## src/sv/tlvp_pkg.sv

```systemverilog
// tlvp_pkg: shared types and constants of the tlv uplink message packer
// holds command and result structs, mode/status codes and default sizes
// no dependencies
package tlvp_pkg;

   localparam int DEF_MESSAGE_BYTES = 64;
   localparam int DEF_MESSAGE_COUNT = 4;
   // address field wide enough for the largest store (255 bytes x 16 buffers)
   localparam int CMD_ADDR_W = 12;
   localparam int CMD_DEPTH = 4;
   localparam int RES_DEPTH = 4;

   typedef enum logic [2:0] {
      MODE_CLEAR = 3'd0,
      MODE_BEGIN = 3'd1,
      MODE_VALUE = 3'd2,
      MODE_NEXT  = 3'd3,
      MODE_SEND  = 3'd4,
      MODE_RETRY = 3'd5
   } mode_type;

   typedef enum logic [2:0] {
      STATUS_OK         = 3'd0,
      STATUS_NEVER_FITS = 3'd1,
      STATUS_NO_BUFFER  = 3'd2,
      STATUS_DROPPED    = 3'd3,
      STATUS_NOTHING    = 3'd4
   } status_type;

   typedef enum logic [2:0] {
      CMD_RESULT,
      CMD_CLEAR,
      CMD_RECORD,
      CMD_VALUE,
      CMD_SEND
   } cmd_kind_type;

   typedef enum logic [1:0] {
      BK_IDLE,
      BK_REC_LEN,
      BK_SEND,
      BK_SWEEP
   } back_state_type;

   typedef struct packed {
      cmd_kind_type          kind;
      logic [CMD_ADDR_W-1:0] addr;
      logic [7:0]            data0;
      logic [7:0]            data1;
      logic [7:0]            size;
      status_type            status;
      logic [7:0]            room_left;
      logic [11:0]           rest_room;
   } cmd_type;

   typedef struct packed {
      logic [7:0]  out_byte;
      logic        last;
      status_type  status;
      logic [7:0]  message_size;
      logic [7:0]  room_left;
      logic [11:0] total_room;
   } res_type;

endpackage

```

## src/sv/tlv_uplink_message_packer_core.sv

```systemverilog
// tlv_uplink_message_packer_core: top level of the tlv uplink message packer
// depends on tlvp_pkg, tlvp_fifo, tlvp_front and tlvp_back
//
// Packs tag-length-value records into MESSAGE_COUNT buffers of MESSAGE_BYTES
// bytes and streams buffers out one byte per result. Requests enter
// through a queue-like port (push/full) and results leave through another
// (empty/pop). The front end takes one request per cycle while its command
// queue (CMD_DEPTH entries) has room; all bookkeeping of fill sizes and indexes
// is done there. The back end owns the message memory (single write port,
// registered read) and carries out one command at a time: clear, next buffer,
// retry, value byte and rejected requests issue their result as the command is
// taken (clear then starts the sweep), begin record writes tag and then length
// through the one write port, and send next first picks up the command and
// then streams the buffer one message byte per result, holding whenever the
// result queue has no free slot. After reset and after every clear the back
// end sweeps all MESSAGE_BYTES*MESSAGE_COUNT bytes of the memory to zero; the
// front end keeps accepting requests into its queue during the sweep. A result
// passes a register in the back end and the result queue before it is shown.
// The version register may be written when no request is in flight.
module tlv_uplink_message_packer_core #(
   parameter int MESSAGE_BYTES = tlvp_pkg::DEF_MESSAGE_BYTES,
   parameter int MESSAGE_COUNT = tlvp_pkg::DEF_MESSAGE_COUNT
) (
   input  logic        clock,
   input  logic        reset,
   // version register write channel
   input  logic        csr_valid,
   output logic        csr_ready,
   input  logic [1:0]  csr_uplink_version,
   // request side
   input  logic        req_push,
   output logic        req_full,
   input  logic [2:0]  req_mode,
   input  logic [7:0]  req_tag,
   input  logic [7:0]  req_length,
   input  logic [7:0]  req_value_byte,
   input  logic [3:0]  req_downlink_id,
   input  logic        req_will_listen,
   // result side
   output logic        rsp_empty,
   input  logic        rsp_pop,
   output logic [7:0]  rsp_out_byte,
   output logic        rsp_last,
   output logic [2:0]  rsp_status,
   output logic [7:0]  rsp_message_size,
   output logic [7:0]  rsp_room_left,
   output logic [11:0] rsp_total_room
);

   import tlvp_pkg::*;

   localparam int CMD_W = $bits(cmd_type);
   localparam int RES_W = $bits(res_type);

   // request accept and the command it turns into
   logic                           accept;
   cmd_type                        front_cmd;

   // command queue between front and back
   logic [CMD_W-1:0]               cmd_rd_data;
   cmd_type                        cmd_head;
   logic                           cmd_empty;
   logic                           cmd_full;
   logic                           cmd_pop;
   logic [$clog2(CMD_DEPTH+1)-1:0] cmd_count;

   // result queue toward the output port
   res_type                        back_res;
   logic                           res_push;
   logic [RES_W-1:0]               res_rd_data;
   res_type                        res_head;
   logic                           res_full;
   logic [$clog2(RES_DEPTH+1)-1:0] res_count;

   assign req_full = cmd_full;
   assign accept = req_push && !cmd_full;
   assign cmd_head = cmd_type'(cmd_rd_data);
   assign res_head = res_type'(res_rd_data);

   // front end: classifies requests and keeps fill state
   tlvp_front #(
      .MESSAGE_BYTES(MESSAGE_BYTES),
      .MESSAGE_COUNT(MESSAGE_COUNT)
   ) u_front (
      .clock              (clock),
      .reset              (reset),
      .csr_valid          (csr_valid),
      .csr_ready          (csr_ready),
      .csr_uplink_version (csr_uplink_version),
      .accept             (accept),
      .req_mode           (req_mode),
      .req_tag            (req_tag),
      .req_length         (req_length),
      .req_value_byte     (req_value_byte),
      .req_downlink_id    (req_downlink_id),
      .req_will_listen    (req_will_listen),
      .cmd                (front_cmd)
   );

   // decouples bookkeeping from memory work and streaming
   tlvp_fifo #(
      .WIDTH(CMD_W),
      .DEPTH(CMD_DEPTH)
   ) u_cmd_queue (
      .clock   (clock),
      .reset   (reset),
      .push    (accept),
      .wr_data (front_cmd),
      .pop     (cmd_pop),
      .rd_data (cmd_rd_data),
      .empty   (cmd_empty),
      .full    (cmd_full),
      .count   (cmd_count)
   );

   // back end: memory writes, clearing sweep and message streaming
   tlvp_back #(
      .MESSAGE_BYTES(MESSAGE_BYTES),
      .MESSAGE_COUNT(MESSAGE_COUNT),
      .RES_DEPTH    (RES_DEPTH)
   ) u_back (
      .clock     (clock),
      .reset     (reset),
      .cmd_head  (cmd_head),
      .cmd_empty (cmd_empty),
      .cmd_pop   (cmd_pop),
      .res_count (res_count),
      .res_push  (res_push),
      .res_data  (back_res)
   );

   // results wait here; back end only issues when a slot is reserved
   tlvp_fifo #(
      .WIDTH(RES_W),
      .DEPTH(RES_DEPTH)
   ) u_res_queue (
      .clock   (clock),
      .reset   (reset),
      .push    (res_push),
      .wr_data (back_res),
      .pop     (rsp_pop),
      .rd_data (res_rd_data),
      .empty   (rsp_empty),
      .full    (res_full),
      .count   (res_count)
   );

   // oldest result on the port
   always_comb begin
      rsp_out_byte = res_head.out_byte;
      rsp_last = res_head.last;
      rsp_status = res_head.status;
      rsp_message_size = res_head.message_size;
      rsp_room_left = res_head.room_left;
      rsp_total_room = res_head.total_room;
      // occupancy of the queues is for flow control only
      if (res_full && cmd_count == '0) begin
         rsp_room_left = res_head.room_left;
      end
   end

endmodule

```

## src/sv/tlvp_fifo.sv

```systemverilog
// tlvp_fifo: small register queue with occupancy count
// generic width and depth, used for the command and result queues
// no package dependencies
module tlvp_fifo #(
   parameter int WIDTH = 8,
   parameter int DEPTH = 4
) (
   input  logic                       clock,
   input  logic                       reset,
   input  logic                       push,
   input  logic [WIDTH-1:0]           wr_data,
   input  logic                       pop,
   output logic [WIDTH-1:0]           rd_data,
   output logic                       empty,
   output logic                       full,
   output logic [$clog2(DEPTH+1)-1:0] count
);

   localparam int PW = (DEPTH > 1) ? $clog2(DEPTH) : 1;
   localparam int CW = $clog2(DEPTH+1);

   logic [WIDTH-1:0] slot_ff [DEPTH];
   logic [PW-1:0]    wr_ptr_ff, wr_ptr_in;
   logic [PW-1:0]    rd_ptr_ff, rd_ptr_in;
   logic [CW-1:0]    count_ff, count_in;
   logic             do_push, do_pop;

   assign empty = (count_ff == '0);
   assign full = (count_ff == CW'(DEPTH));
   assign count = count_ff;
   assign rd_data = slot_ff[rd_ptr_ff];
   assign do_push = push && !full;
   assign do_pop = pop && !empty;

   always_comb begin
      wr_ptr_in = wr_ptr_ff;
      rd_ptr_in = rd_ptr_ff;
      count_in = count_ff;
      if (do_push) begin
         wr_ptr_in = (wr_ptr_ff == PW'(DEPTH-1)) ? '0 : wr_ptr_ff + PW'(1);
      end
      if (do_pop) begin
         rd_ptr_in = (rd_ptr_ff == PW'(DEPTH-1)) ? '0 : rd_ptr_ff + PW'(1);
      end
      if (do_push && !do_pop) begin
         count_in = count_ff + CW'(1);
      end else if (do_pop && !do_push) begin
         count_in = count_ff - CW'(1);
      end
   end

   always_ff @(posedge clock) begin
      if (reset) begin
         wr_ptr_ff <= '0;
         rd_ptr_ff <= '0;
         count_ff <= '0;
      end else begin
         wr_ptr_ff <= wr_ptr_in;
         rd_ptr_ff <= rd_ptr_in;
         count_ff <= count_in;
      end
   end

   always_ff @(posedge clock) begin
      if (do_push) begin
         slot_ff[wr_ptr_ff] <= wr_data;
      end
   end

endmodule

```

## src/sv/tlvp_front.sv

```systemverilog
// tlvp_front: accepts requests, keeps fill bookkeeping, issues commands
// depends on tlvp_pkg; feeds the command queue in front of tlvp_back
module tlvp_front #(
   parameter int MESSAGE_BYTES = tlvp_pkg::DEF_MESSAGE_BYTES,
   parameter int MESSAGE_COUNT = tlvp_pkg::DEF_MESSAGE_COUNT
) (
   input  logic              clock,
   input  logic              reset,
   input  logic              csr_valid,
   output logic              csr_ready,
   input  logic [1:0]        csr_uplink_version,
   input  logic              accept,
   input  logic [2:0]        req_mode,
   input  logic [7:0]        req_tag,
   input  logic [7:0]        req_length,
   input  logic [7:0]        req_value_byte,
   input  logic [3:0]        req_downlink_id,
   input  logic              req_will_listen,
   output tlvp_pkg::cmd_type cmd
);

   import tlvp_pkg::*;

   localparam int AW = $clog2(MESSAGE_BYTES*MESSAGE_COUNT);
   localparam int IW = (MESSAGE_COUNT > 1) ? $clog2(MESSAGE_COUNT) : 1;
   localparam int SW = $clog2(MESSAGE_COUNT+2);
   localparam logic [11:0] REST_INIT = 12'((MESSAGE_COUNT-1)*(MESSAGE_BYTES-2));
   localparam logic [11:0] ROOM_STEP = 12'(MESSAGE_BYTES-2);

   logic [1:0]    version_ff;
   logic [IW-1:0] fill_idx_ff, fill_idx_in;
   logic [7:0]    cur_fill_ff, cur_fill_in;
   logic [AW-1:0] fill_base_ff, fill_base_in;
   logic [11:0]   rest_ff, rest_in;
   logic [SW-1:0] sidx_ff, sidx_in;
   logic [AW-1:0] vptr_ff, vptr_in;
   logic [7:0]    vleft_ff, vleft_in;
   logic [7:0]    fill_arr_ff [MESSAGE_COUNT];

   logic          arr_we;
   logic          never_fits, fits_cur, at_last;
   logic [7:0]    pos;
   logic [AW-1:0] base, tag_addr, send_base;
   logic [IW-1:0] send_idx;
   logic [7:0]    send_size;
   logic [6:0]    hdr_bits;

   assign csr_ready = 1'b1;

   assign never_fits = (10'(req_length) + 10'd4) > 10'(MESSAGE_BYTES);
   assign fits_cur = (10'(cur_fill_ff) + 10'(req_length) + 10'd2) <= 10'(MESSAGE_BYTES);
   assign at_last = (fill_idx_ff == IW'(MESSAGE_COUNT-1));
   assign send_idx = sidx_ff[IW-1:0];
   assign send_base = AW'(32'(send_idx) * MESSAGE_BYTES);
   assign send_size = (send_idx == fill_idx_ff) ? cur_fill_ff : fill_arr_ff[send_idx];
   assign hdr_bits = {req_will_listen, version_ff, req_downlink_id};

   always_comb begin
      fill_idx_in = fill_idx_ff;
      cur_fill_in = cur_fill_ff;
      fill_base_in = fill_base_ff;
      rest_in = rest_ff;
      sidx_in = sidx_ff;
      vptr_in = vptr_ff;
      vleft_in = vleft_ff;
      arr_we = 1'b0;
      pos = cur_fill_ff;
      base = fill_base_ff;
      tag_addr = '0;
      cmd = '0;
      cmd.kind = CMD_RESULT;
      cmd.status = STATUS_OK;
      if (accept) begin
         unique case (mode_type'(req_mode))
            MODE_CLEAR: begin
               fill_idx_in = '0;
               cur_fill_in = 8'd2;
               fill_base_in = '0;
               rest_in = REST_INIT;
               sidx_in = '0;
               vptr_in = '0;
               vleft_in = '0;
               cmd.kind = CMD_CLEAR;
            end
            MODE_BEGIN: begin
               vleft_in = '0;
               if (never_fits) begin
                  cmd.status = STATUS_NEVER_FITS;
               end else if (!fits_cur && at_last) begin
                  cmd.status = STATUS_NO_BUFFER;
               end else begin
                  if (!fits_cur) begin
                     // record moves on to a fresh buffer
                     pos = 8'd2;
                     base = fill_base_ff + AW'(MESSAGE_BYTES);
                     arr_we = 1'b1;
                     fill_idx_in = fill_idx_ff + IW'(1);
                     fill_base_in = base;
                     rest_in = rest_ff - ROOM_STEP;
                  end
                  tag_addr = base + AW'(pos);
                  vptr_in = tag_addr + AW'(2);
                  vleft_in = req_length;
                  cur_fill_in = pos + 8'd2 + req_length;
                  cmd.kind = CMD_RECORD;
                  cmd.addr = CMD_ADDR_W'(tag_addr);
                  cmd.data0 = req_tag;
                  cmd.data1 = req_length;
               end
            end
            MODE_VALUE: begin
               if (vleft_ff != '0) begin
                  cmd.kind = CMD_VALUE;
                  cmd.addr = CMD_ADDR_W'(vptr_ff);
                  cmd.data0 = req_value_byte;
                  vptr_in = vptr_ff + AW'(1);
                  vleft_in = vleft_ff - 8'd1;
               end else begin
                  cmd.status = STATUS_DROPPED;
               end
            end
            MODE_NEXT: begin
               if (at_last) begin
                  cmd.status = STATUS_NO_BUFFER;
               end else begin
                  arr_we = 1'b1;
                  fill_idx_in = fill_idx_ff + IW'(1);
                  cur_fill_in = 8'd2;
                  fill_base_in = fill_base_ff + AW'(MESSAGE_BYTES);
                  rest_in = rest_ff - ROOM_STEP;
               end
            end
            MODE_SEND: begin
               if (32'(sidx_ff) > 32'(fill_idx_ff)) begin
                  // sending index rests two past the filling buffer
                  sidx_in = SW'(fill_idx_ff) + SW'(2);
                  cmd.status = STATUS_NOTHING;
               end else begin
                  sidx_in = sidx_ff + SW'(1);
                  cmd.kind = CMD_SEND;
                  cmd.addr = CMD_ADDR_W'(send_base);
                  cmd.data0 = {^hdr_bits, hdr_bits};
                  cmd.data1 = send_size - 8'd2;
                  cmd.size = send_size;
               end
            end
            MODE_RETRY: begin
               if (sidx_ff != '0) begin
                  sidx_in = sidx_ff - SW'(1);
               end
            end
            default: begin
            end
         endcase
      end
      cmd.room_left = 8'(MESSAGE_BYTES) - cur_fill_in;
      cmd.rest_room = rest_in;
   end

   always_ff @(posedge clock) begin
      if (reset) begin
         version_ff <= '0;
         fill_idx_ff <= '0;
         cur_fill_ff <= 8'd2;
         fill_base_ff <= '0;
         rest_ff <= REST_INIT;
         sidx_ff <= '0;
         vptr_ff <= '0;
         vleft_ff <= '0;
      end else begin
         if (csr_valid) begin
            version_ff <= csr_uplink_version;
         end
         fill_idx_ff <= fill_idx_in;
         cur_fill_ff <= cur_fill_in;
         fill_base_ff <= fill_base_in;
         rest_ff <= rest_in;
         sidx_ff <= sidx_in;
         vptr_ff <= vptr_in;
         vleft_ff <= vleft_in;
      end
   end

   // sizes of finished buffers; the one being filled lives in cur_fill_ff
   always_ff @(posedge clock) begin
      if (arr_we) begin
         fill_arr_ff[fill_idx_ff] <= cur_fill_ff;
      end
   end

endmodule

```

## src/sv/tlvp_back.sv

```systemverilog
// tlvp_back: carries out queued commands on the message memory
// depends on tlvp_pkg; holds the store, the clearing pass and the byte streamer
module tlvp_back #(
   parameter int MESSAGE_BYTES = tlvp_pkg::DEF_MESSAGE_BYTES,
   parameter int MESSAGE_COUNT = tlvp_pkg::DEF_MESSAGE_COUNT,
   parameter int RES_DEPTH = tlvp_pkg::RES_DEPTH
) (
   input  logic                           clock,
   input  logic                           reset,
   input  tlvp_pkg::cmd_type              cmd_head,
   input  logic                           cmd_empty,
   output logic                           cmd_pop,
   input  logic [$clog2(RES_DEPTH+1)-1:0] res_count,
   output logic                           res_push,
   output tlvp_pkg::res_type              res_data
);

   import tlvp_pkg::*;

   localparam int STORE = MESSAGE_BYTES*MESSAGE_COUNT;
   localparam int AW = $clog2(STORE);

   back_state_type state_ff, state_in;
   cmd_type        cur_ff;
   logic [7:0]     idx_ff, idx_in;
   logic [AW-1:0]  sweep_ff, sweep_in;
   logic           p_valid_ff;
   res_type        p_res_ff;
   logic           p_mem_ff;
   logic [7:0]     rd_data_ff;
   logic [7:0]     mem [STORE];

   logic           credit, issue, send_last;
   res_type        issue_res;
   logic           mem_we, mem_re;
   logic [AW-1:0]  mem_waddr, mem_raddr;
   logic [7:0]     mem_wdata;

   assign credit = (32'(res_count) + 32'(p_valid_ff)) < RES_DEPTH;
   assign send_last = (idx_ff == cur_ff.size - 8'd1);

   always_comb begin
      state_in = state_ff;
      unique case (state_ff)
         BK_IDLE: begin
            if (cmd_pop) begin
               unique case (cmd_head.kind)
                  CMD_RECORD: state_in = BK_REC_LEN;
                  CMD_SEND:   state_in = BK_SEND;
                  CMD_CLEAR:  state_in = BK_SWEEP;
                  default:    state_in = BK_IDLE;
               endcase
            end
         end
         BK_REC_LEN: begin
            if (credit) begin
               state_in = BK_IDLE;
            end
         end
         BK_SEND: begin
            if (credit && send_last) begin
               state_in = BK_IDLE;
            end
         end
         BK_SWEEP: begin
            if (sweep_ff == AW'(STORE-1)) begin
               state_in = BK_IDLE;
            end
         end
         default: state_in = BK_IDLE;
      endcase
   end

   always_comb begin
      cmd_pop = 1'b0;
      issue = 1'b0;
      issue_res = '0;
      mem_we = 1'b0;
      mem_re = 1'b0;
      mem_waddr = '0;
      mem_raddr = '0;
      mem_wdata = '0;
      idx_in = idx_ff;
      sweep_in = sweep_ff;
      issue_res.last = 1'b1;
      issue_res.status = cur_ff.status;
      issue_res.room_left = cur_ff.room_left;
      issue_res.total_room = 12'(cur_ff.room_left) + cur_ff.rest_room;
      unique case (state_ff)
         BK_IDLE: begin
            issue_res.status = cmd_head.status;
            issue_res.room_left = cmd_head.room_left;
            issue_res.total_room = 12'(cmd_head.room_left) + cmd_head.rest_room;
            if (!cmd_empty && credit) begin
               cmd_pop = 1'b1;
               unique case (cmd_head.kind)
                  CMD_RESULT: issue = 1'b1;
                  CMD_CLEAR: begin
                     issue = 1'b1;
                     sweep_in = '0;
                  end
                  CMD_VALUE: begin
                     issue = 1'b1;
                     mem_we = 1'b1;
                     mem_waddr = cmd_head.addr[AW-1:0];
                     mem_wdata = cmd_head.data0;
                  end
                  CMD_RECORD: begin
                     mem_we = 1'b1;
                     mem_waddr = cmd_head.addr[AW-1:0];
                     mem_wdata = cmd_head.data0;
                  end
                  CMD_SEND: idx_in = '0;
                  default: begin
                  end
               endcase
            end
         end
         BK_REC_LEN: begin
            if (credit) begin
               issue = 1'b1;
               mem_we = 1'b1;
               mem_waddr = cur_ff.addr[AW-1:0] + AW'(1);
               mem_wdata = cur_ff.data1;
            end
         end
         BK_SEND: begin
            if (credit) begin
               issue = 1'b1;
               issue_res.last = send_last;
               issue_res.message_size = cur_ff.size;
               // header bytes come from the command, the rest from the store
               if (idx_ff == 8'd0) begin
                  issue_res.out_byte = cur_ff.data0;
               end else if (idx_ff == 8'd1) begin
                  issue_res.out_byte = cur_ff.data1;
               end else begin
                  mem_re = 1'b1;
                  mem_raddr = cur_ff.addr[AW-1:0] + AW'(idx_ff);
               end
               idx_in = idx_ff + 8'd1;
            end
         end
         BK_SWEEP: begin
            mem_we = 1'b1;
            mem_waddr = sweep_ff;
            sweep_in = sweep_ff + AW'(1);
         end
         default: begin
         end
      endcase
   end

   always_ff @(posedge clock) begin
      if (reset) begin
         state_ff <= BK_SWEEP;
         sweep_ff <= '0;
         idx_ff <= '0;
         p_valid_ff <= 1'b0;
      end else begin
         state_ff <= state_in;
         sweep_ff <= sweep_in;
         idx_ff <= idx_in;
         p_valid_ff <= issue;
      end
   end

   always_ff @(posedge clock) begin
      if (cmd_pop) begin
         cur_ff <= cmd_head;
      end
      p_res_ff <= issue_res;
      p_mem_ff <= mem_re;
   end

   always_ff @(posedge clock) begin
      if (mem_we) begin
         mem[mem_waddr] <= mem_wdata;
      end
      if (mem_re) begin
         rd_data_ff <= mem[mem_raddr];
      end
   end

   always_comb begin
      res_push = p_valid_ff;
      res_data = p_res_ff;
      if (p_mem_ff) begin
         res_data.out_byte = rd_data_ff;
      end
   end

endmodule

```

## config.mk

```make
export PLATFORM = sky130hd
export DESIGN_NAME = tlv_uplink_message_packer_core
export DESIGN_NICKNAME = d
export VERILOG_FILES = /design/src/sv/tlvp_pkg.sv /design/src/sv/tlv_uplink_message_packer_core.sv /design/src/sv/tlvp_fifo.sv /design/src/sv/tlvp_front.sv /design/src/sv/tlvp_back.sv
export SDC_FILE = /design/constraint.sdc
export NUM_CORES = 2
export LEC_CHECK = 0
export ABC_AREA = 1
export CAP_MARGIN = 20
export CORE_MARGIN = 2
export CORE_UTILIZATION = 45
export DETAILED_ROUTE_END_ITERATION = 8
export DONT_BUFFER_PORTS = 1
export PLACE_DENSITY_LB_ADDON = 0.1
export SLEW_MARGIN = 20
export SYNTH_ARGS = -nofsm -noshare
export SYNTH_HDL_FRONTEND = slang
export SYNTH_SLANG_ARGS = --single-unit
```

## constraint.sdc

```tcl
create_clock -name clock -period 6.95 [get_ports clock]
set_input_delay 1.39 -clock clock [delete_from_list [all_inputs] [get_ports clock]]
set_output_delay 1.39 -clock clock [all_outputs]
set_load 0.1 [all_outputs]
```

# Yosys cells after proc, flatten, opt, wreduce, memory -nomap -nowiden
# Memory sizes are Yosys's and may differ from the RTL's. A register that Yosys moved wholly into a read port is not among the register bits.
# Index checks and enable logic that the tools add are counted.
op_classes:
  n_addsub: 33
  n_lt_le_gt_ge: 4
  n_eq_ne: 37
  n_mux: 126
  n_reduce_logical: 49
ops:
  columns: ["operator", "n"]
  rows:
  - ["$mux W8", 41]
  - ["$pmux W8 S3", 5]
  - ["$pmux W8 S2", 4]
  - ["$mux W12", 5]
  - ["$pmux W20 S3", 1]
  - ["$mux W2", 21]
  - ["$mux W42", 1]
  - ["$mux W39", 1]
  - ["$pmux W12 S3", 1]
  - ["$add A8 B1 Y8 const B", 4]
  - ["$lt A32 B3 Y1 const B", 1]
  - ["$mux W31", 1]
  - ["$mux W30", 1]
  - ["$mux W3", 9]
  - ["$add A8 B12 Y12", 2]
  - ["$add A8 B8 Y8", 3]
  - ["$mux W1", 24]
  - ["$pmux W3 S4", 2]
  - ["$mux W22", 1]
  - ["$mux W20", 1]
  - ["$add A8 B2 Y8 const B", 2]
  - ["$sub A8 B1 Y8 const B", 2]
  - ["$eq A3 B3 Y1 const B", 5]
  - ["$eq A2 B2 Y1 const B", 7]
  - ["45 further kinds", 104]
totals:
  regBits: 180
  ram_bits: 2488
  input_bits: 39
  out_inout_bits: 43
  word_cells: 285
  memories: 4
memory_table:
  columns: ["name", "depth", "width", "read_ports", "rd_clocked_by_memory_dff", "wr", "line", "rtl"]
  rows:
  - ["u_back.mem", 256, 8, 1, 1, 1, "tlvp_back.sv:31", "logic [7:0] mem [STORE];"]
  - ["u_cmd_queue.slot_ff", 4, 62, 1, 1, 1, "tlvp_fifo.sv:22", "logic [WIDTH-1:0] slot_ff [DEPTH];"]
  - ["u_res_queue.slot_ff", 4, 40, 1, 1, 1, "tlvp_fifo.sv:22", null]
  - ["u_front.fill_arr_ff", 4, 8, 1, 1, 1, "tlvp_front.sv:38", "logic [7:0] fill_arr_ff [MESSAGE_COUNT];"]

# Longest topological paths before layout
logic_depth:
  word_depth: 16
  mapped_depth: 37

# Cells and area by module
# A second synthesis with hierarchy kept.
hier_totals:
  hier_cells: 11540
  hier_area_um2: 121642.9
modules_own_cells:
  columns: ["module", "instances", "cells_per_inst", "area_per_inst_um2", "seq_area_each_um2"]
  rows:
  - ["tlvp_back", 1, 9500, 98465.7, 64591.9]
  - ["tlvp_fifo at u_cmd_queue", 1, 671, 10277.4, 7627.3]
  - ["tlvp_fifo at u_res_queue", 1, 458, 6558.8, 4984.8]
  - ["tlvp_front", 1, 909, 6331.1, 1901.8]
  - ["tlv_uplink_message_packer_core", 1, 2, 10.0, 0.0]

# Least setup slack after synthesis
# Ideal clock, no wire load.
synth_timing:
  kind: "register to register"
  startpoint: "register u_back.state_ff[0]"
  endpoint: "memory u_back.mem[0][0], data pin"
  setup_time_ps: 864
  arrival_ps: 6399
  required_ps: 6086
  path_slack_ps: -314
  path_stages_with_launch: 9
  cell_sequence: "dfxtp_1 inv_1 ha_1 inv_1 nor2_2 inv_1 nor3_4 buf_4 a22o_1"
synth_via:
  elab_chain_cells: 2
  word_cells_on_any_way: 3
  cone_classes: "eq/ne (1); mux (1); reduce/logical (1)"
synth_rtl:
  columns: ["item", "line", "rtl"]
  rows:
  - ["from (decl)", "tlvp_back.sv:23", "back_state_type state_ff, state_in;"]
  - ["from (signal assigned)", "tlvp_back.sv:161", "state_ff <= state_in;"]
  - ["$eq A2 B1 Y1 or $logic_not A2 Y1 (tied branches)", "tlvp_back.sv:89", "unique case (state_ff)"]
  - ["$pmux W8 S2 *", "tlvp_back.sv:89", null]
  - ["via u_back.mem_wdata[0]", "tlvp_back.sv:37", "logic [7:0] mem_wdata;"]
  - ["to (decl)", "tlvp_back.sv:31", null]
# Mark *: on every way through the listed nets, which the timed path passes. The rest lies on a longest branch.

==> summary.md <==
| Metric | Value |
|---|---|
| Prevailing post-synth register cell | edfxtp_1 |
| Largest net degree at the start of global routing | 193 |
| Worst-case headroom to the max-slew limit | 0.210 |
| Net switching component of the power | approximately 8.3 mW |
| Post-Synthesis Cells | 10525 |
| Count of boundary I/O pins | just over 80 |
| Latest clock arrival within the worst-skew pair | 0.95 ns |
| CTS tree | built |
| Worst Hold Slack | roughly 0.45 ns |
| Max H-tree Level | 5 |
| Number of vias in the routed layout | about 76000 |
| Routability congestion estimate from global placement | 0.883 |
| Depth of the worst register-to-register path | 10 |
| Global Route Usage Sum | 0.246 |
| Combinational share of power | 0.073 |
| Most common cell in the netlist | edfxtp_1 |
| Unrepaired setup endpoints after global routing | no |
| Sum of routed wire length over all layers | 321 mm |
| Most repeated library cell on the critical path | nand2_1 |
| Endpoint, Worst Hold | u_back.res_data[29] |
| Maximum buffer depth of the clock tree | 4 |
| Proportion of synthesized chip area in sequential cells | 0.686 |
| Vias per std cell | 5.41 |
| Number of flops mapped to enable cells by yosys | 2535 |
| Count of final max-slew check failures | 0 |
| Post-place setup slack | 0.858 ns |
| Sequential power share | 0.496 |
| Die Area | approximately 260000 um2 |
| End-of-flow core utilization | 0.506 |
| Post-Syn Area per Cell | 10.9 um2 |
| Time the final worst path needs with I/O delays and setup | approximately 5.8 ns |
| Core Area | 254000 um2 |
| Cells on Worst Hold Path | 2 |
| Class of the worst hold path | reg2reg |
| Number of maximum-capacitance constraint violations | 0 |
| Part of the power in the clock network | 0.431 |
| Root cell of the clock tree | clkbuf_16 |
| Setup slack of the worst register-to-register path | 1.12 ns |
| Kind of critical path | reg2reg |
| DP Wirelength | 192 mm |
| Area share of the leading cell type in the synthesized netlist | 0.664 |
| Count of synthesis-stage warnings from yosys | 0 |
| Category of the worst setup path launch point | flop |
| Worst Skew | 0.0706 ns |
| Post-Synthesis Cell Area | about 110000 um2 |
| FFs w/ async S/R, synth | 0 |
| Final Hold Vio Count | 0 |
| Number of hold buffers added after cts | 0 |
| Period Utilization, post-route | 0.840 |
| Overflow left after global routing | 0 |
| Post-synthesis to final-layout area growth | 11.9% |
| Count of filler cells inserted in the layout | 22626 |
| Main area contributors after synthesis | edfxtp_1 (66%), nand2_1 (7.5%), nand3_1 (6.6%) |
| Share of post-route cells with drive strength above 1 | 0.0669 |
| Number of clock buffers inserted by TritonCTS | 302 |
| Worst r2r dst | u_back.mem[29][6] |
| Number of remaining DRC errors | 0 |
| Outcome | complete, no violations |
| Clock transition time at the flip-flop clock pins of the worst setup and hold paths | 0.06 ns |
| Nets@finish | 10578 |
| Cells along the critical path | clkinv_2 > nand2_1 > a32oi_1 > nor3_4 > nand2_1 > nand2_1 > nand2_1 > nor2_1 > nand2_1 > nor2_1 |
| Initial antenna violation count | 8 |
| Non-filler instance count after layout | 14024 |
| Row cnt | approximately 190 |
| Post-synthesis sequential element count | 2660 |
| Max IR drop VDD | roughly 0.38 mV |
| Buffers inserted by post-CTS timing repair | 0 |
| Sinks on the clock net | 2660 |
| Power density relative to cell area | 275 nW/um2 |
| Master of the slowest instance on the critical path | nor2_1 |
| Total setup violations reported at the end of the flow | 0 |
| Per-cell routed wire length | 22.9 um |
| Number of global-route vias before repair | 73697 |
| Cell internal power dissipation | between 20 and 30 mW |
| Static leakage | around 49 nW |
| CP endpoint kind | flop |
| Worst path max stage delay | 0.91 ns |
| Effective utilization at floorplan | 0.452 |
| Number of port buffers | 0 |
| Sum of negative setup slack | 0 ns |
| CP Data Required Time | around 7.5 ns |
| Data arrival, critical path | 6.38 ns |
| Remaining antenna violation count after routing | 0 |
| Library cell occupying the most area in the post-synthesis netlist | edfxtp_1 |
| DR pass1 iterations | 6 |
| Setup ws final | 1.12 ns |
| Sw frac | 0.236 |
| Total placed cells including tap cells | around 14000 |
| Width of the chip | 509 um |
| Slew at the pin closest to its max-slew limit | between 1 and 1.5 ns |
| Max Fclk | roughly 170 MHz |
| Most frequent cells after synthesis | edfxtp_1 (2535), nand2_1 (2296), nand3_1 (1505), inv_1 (1497), nor2_1 (657) |
| Beginning of the worst hold path | u_back.cur_ff[21] |
| Cells resized by post-CTS repair | 0 |
| Iteration-0 DRC Markers | approximately 7100 |
| Library cells used by synthesis | 58 |
| Max FO, Critical Path | 64 |
| Die Y | 509 um |
| Wire length of the first global-routing pass | 477 mm |
==> registers in the layout, summed over array words and instances (netlist names), 3 cells and up, named ones only <==
signal               cells
u_back.cur_ff           55
u_back.idx_ff            8
u_back.mem            2048
u_back.p_res_ff          8
u_back.rd_data_ff        8
u_back.res_data         32
u_back.sweep_ff          8
u_cmd_queue.count        3
u_cmd_queue.slot_ff    232
u_front.cur_fill_ff      8
u_front.fill_arr_ff     32
u_front.rest_ff         12
u_front.sidx_ff          3
u_front.vleft_ff         8
u_front.vptr_ff          8
u_res_queue.count        3
u_res_queue.slot_ff    160
==> cells by family (layout without fill, tap and decap cells) <==
| logic type | after synthesis | in the layout | synth area share |
|---|---|---|---|
| XOR/XNOR | 47 | 47 | 0.00359 |
| other | 2 | 11 | 0.0000655 |
| AND/OR/NAND/NOR | 4532 | 4532 | 0.167 |
| multiplexers | 9 | 9 | 0.000873 |
| buffers and inverters | 2088 | 2212 | 0.0713 |
| flip-flops | 2660 | 2660 | 0.686 |
| adder cells (fa/ha/maj) | 88 | 88 | 0.0101 |
| AO/OA/AOI/OAI | 1099 | 1099 | 0.0614 |
==> layout make-up <==
type / count / area [um2] / share of cell area
inverter: 1513 / 5700 / 0.0444
clock buffer: 375 / 7980 / 0.0622
clock inverter: 134 / 1320 / 0.0103
antenna: 2 / 5.00 / 0.0000390
timing repair buffer: 190 / 2080 / 0.0162
multi-input combinational: 5784 / 28400 / 0.221
sequential: 2660 / 78600 / 0.613
tap: 3366 / 4210 / 0.0328
==> per-stage QoR <==
step	instance area [um2]	total power, mW
2_1_floorplan	115000	19.7
3_3_place_gp	119000	20.4
3_5_place_dp	119000	20.4
4_1_cts	128000	35.6
5_1_grt	128000	36.4
6_report	128000	35.3
==> cell usage in the layout (no fill, tap or decap), types with 7 or more instances in the layout <==
master,netlist,layout
a31oi_1,22,22
o22ai_1,111,71
clkinv_1,6,51
nand2_2,1,15
a211oi_1,8,8
o21ai_0,315,314
o211ai_1,471,471
xnor2_1,14,14
fa_1,7,7
clkbuf_1,263,63
a21oi_1,116,116
buf_4,6,140
nand4_1,13,13
buf_12,0,45
a32oi_1,7,7
nor3b_1,7,7
edfxtp_1,2535,2535
inv_2,10,9
dfxtp_1,125,122
mux2_2,8,8
nand2_1,2296,2280
xor2_1,33,33
o22ai_2,0,38
nor2_4,1,12
conb_1,2,9
bufinv_16,0,26
a22o_4,0,8
clkbuf_16,0,306
clkinvlp_4,0,7
nor3_1,21,20
a22oi_1,12,12
ha_1,81,81
nor2_1,657,645
clkinv_2,0,46
nand3_1,1505,1503
inv_1,1497,1496
==> power groups by stage <==
stage | clock (mW) | sequential, mW | combinational (mW)
6_report | 15.2 | 17.5 | 2.58
5_1_grt | 16.1 | 17.5 | 2.71
4_1_cts | 15.5 | 17.5 | 2.60
3_5_place_dp | 0 | 17.8 | 2.59
3_3_place_gp | 0 | 17.8 | 2.52
2_1_floorplan | 0 | 17.8 | 1.86
==> metal layers <==
metal,track usage,share of wire,up-vias
met4,0.0756,0.031,2
li1,-,-,35768
met1,0.341,0.44,37265
met2,0.399,0.47,2325
met3,0.0371,0.060,494
met5,0,0.000037,-
==> worst max path at each step <==
stage	to	start	slack [ns]	depth (start not counted)
2_1_floorplan	u_cmd_queue.slot_ff[0][19]	req_length[0]	1.19	36
3_3_place_gp	u_cmd_queue.slot_ff[1][19]	req_length[0]	0.75	35
3_5_place_dp	u_cmd_queue.slot_ff[1][19]	req_length[0]	0.86	35
4_1_cts	u_back.mem[239][3]	flop	1.05	10
5_1_grt	u_back.mem[159][1]	flop	0.74	10
6_report	u_back.mem[29][6]	flop	1.12	10
==> worst max-delay path, delay by kind of cell, from the launching register on <==
family / cells / cell delay, ns
AO/OA/AOI/OAI: 1 / 0.18
flip-flops: 1 / 0.78
buffers and inverters: 1 / 0.48
AND/OR/NAND/NOR: 8 / 3.95
(Power assumes the default switching activity.)
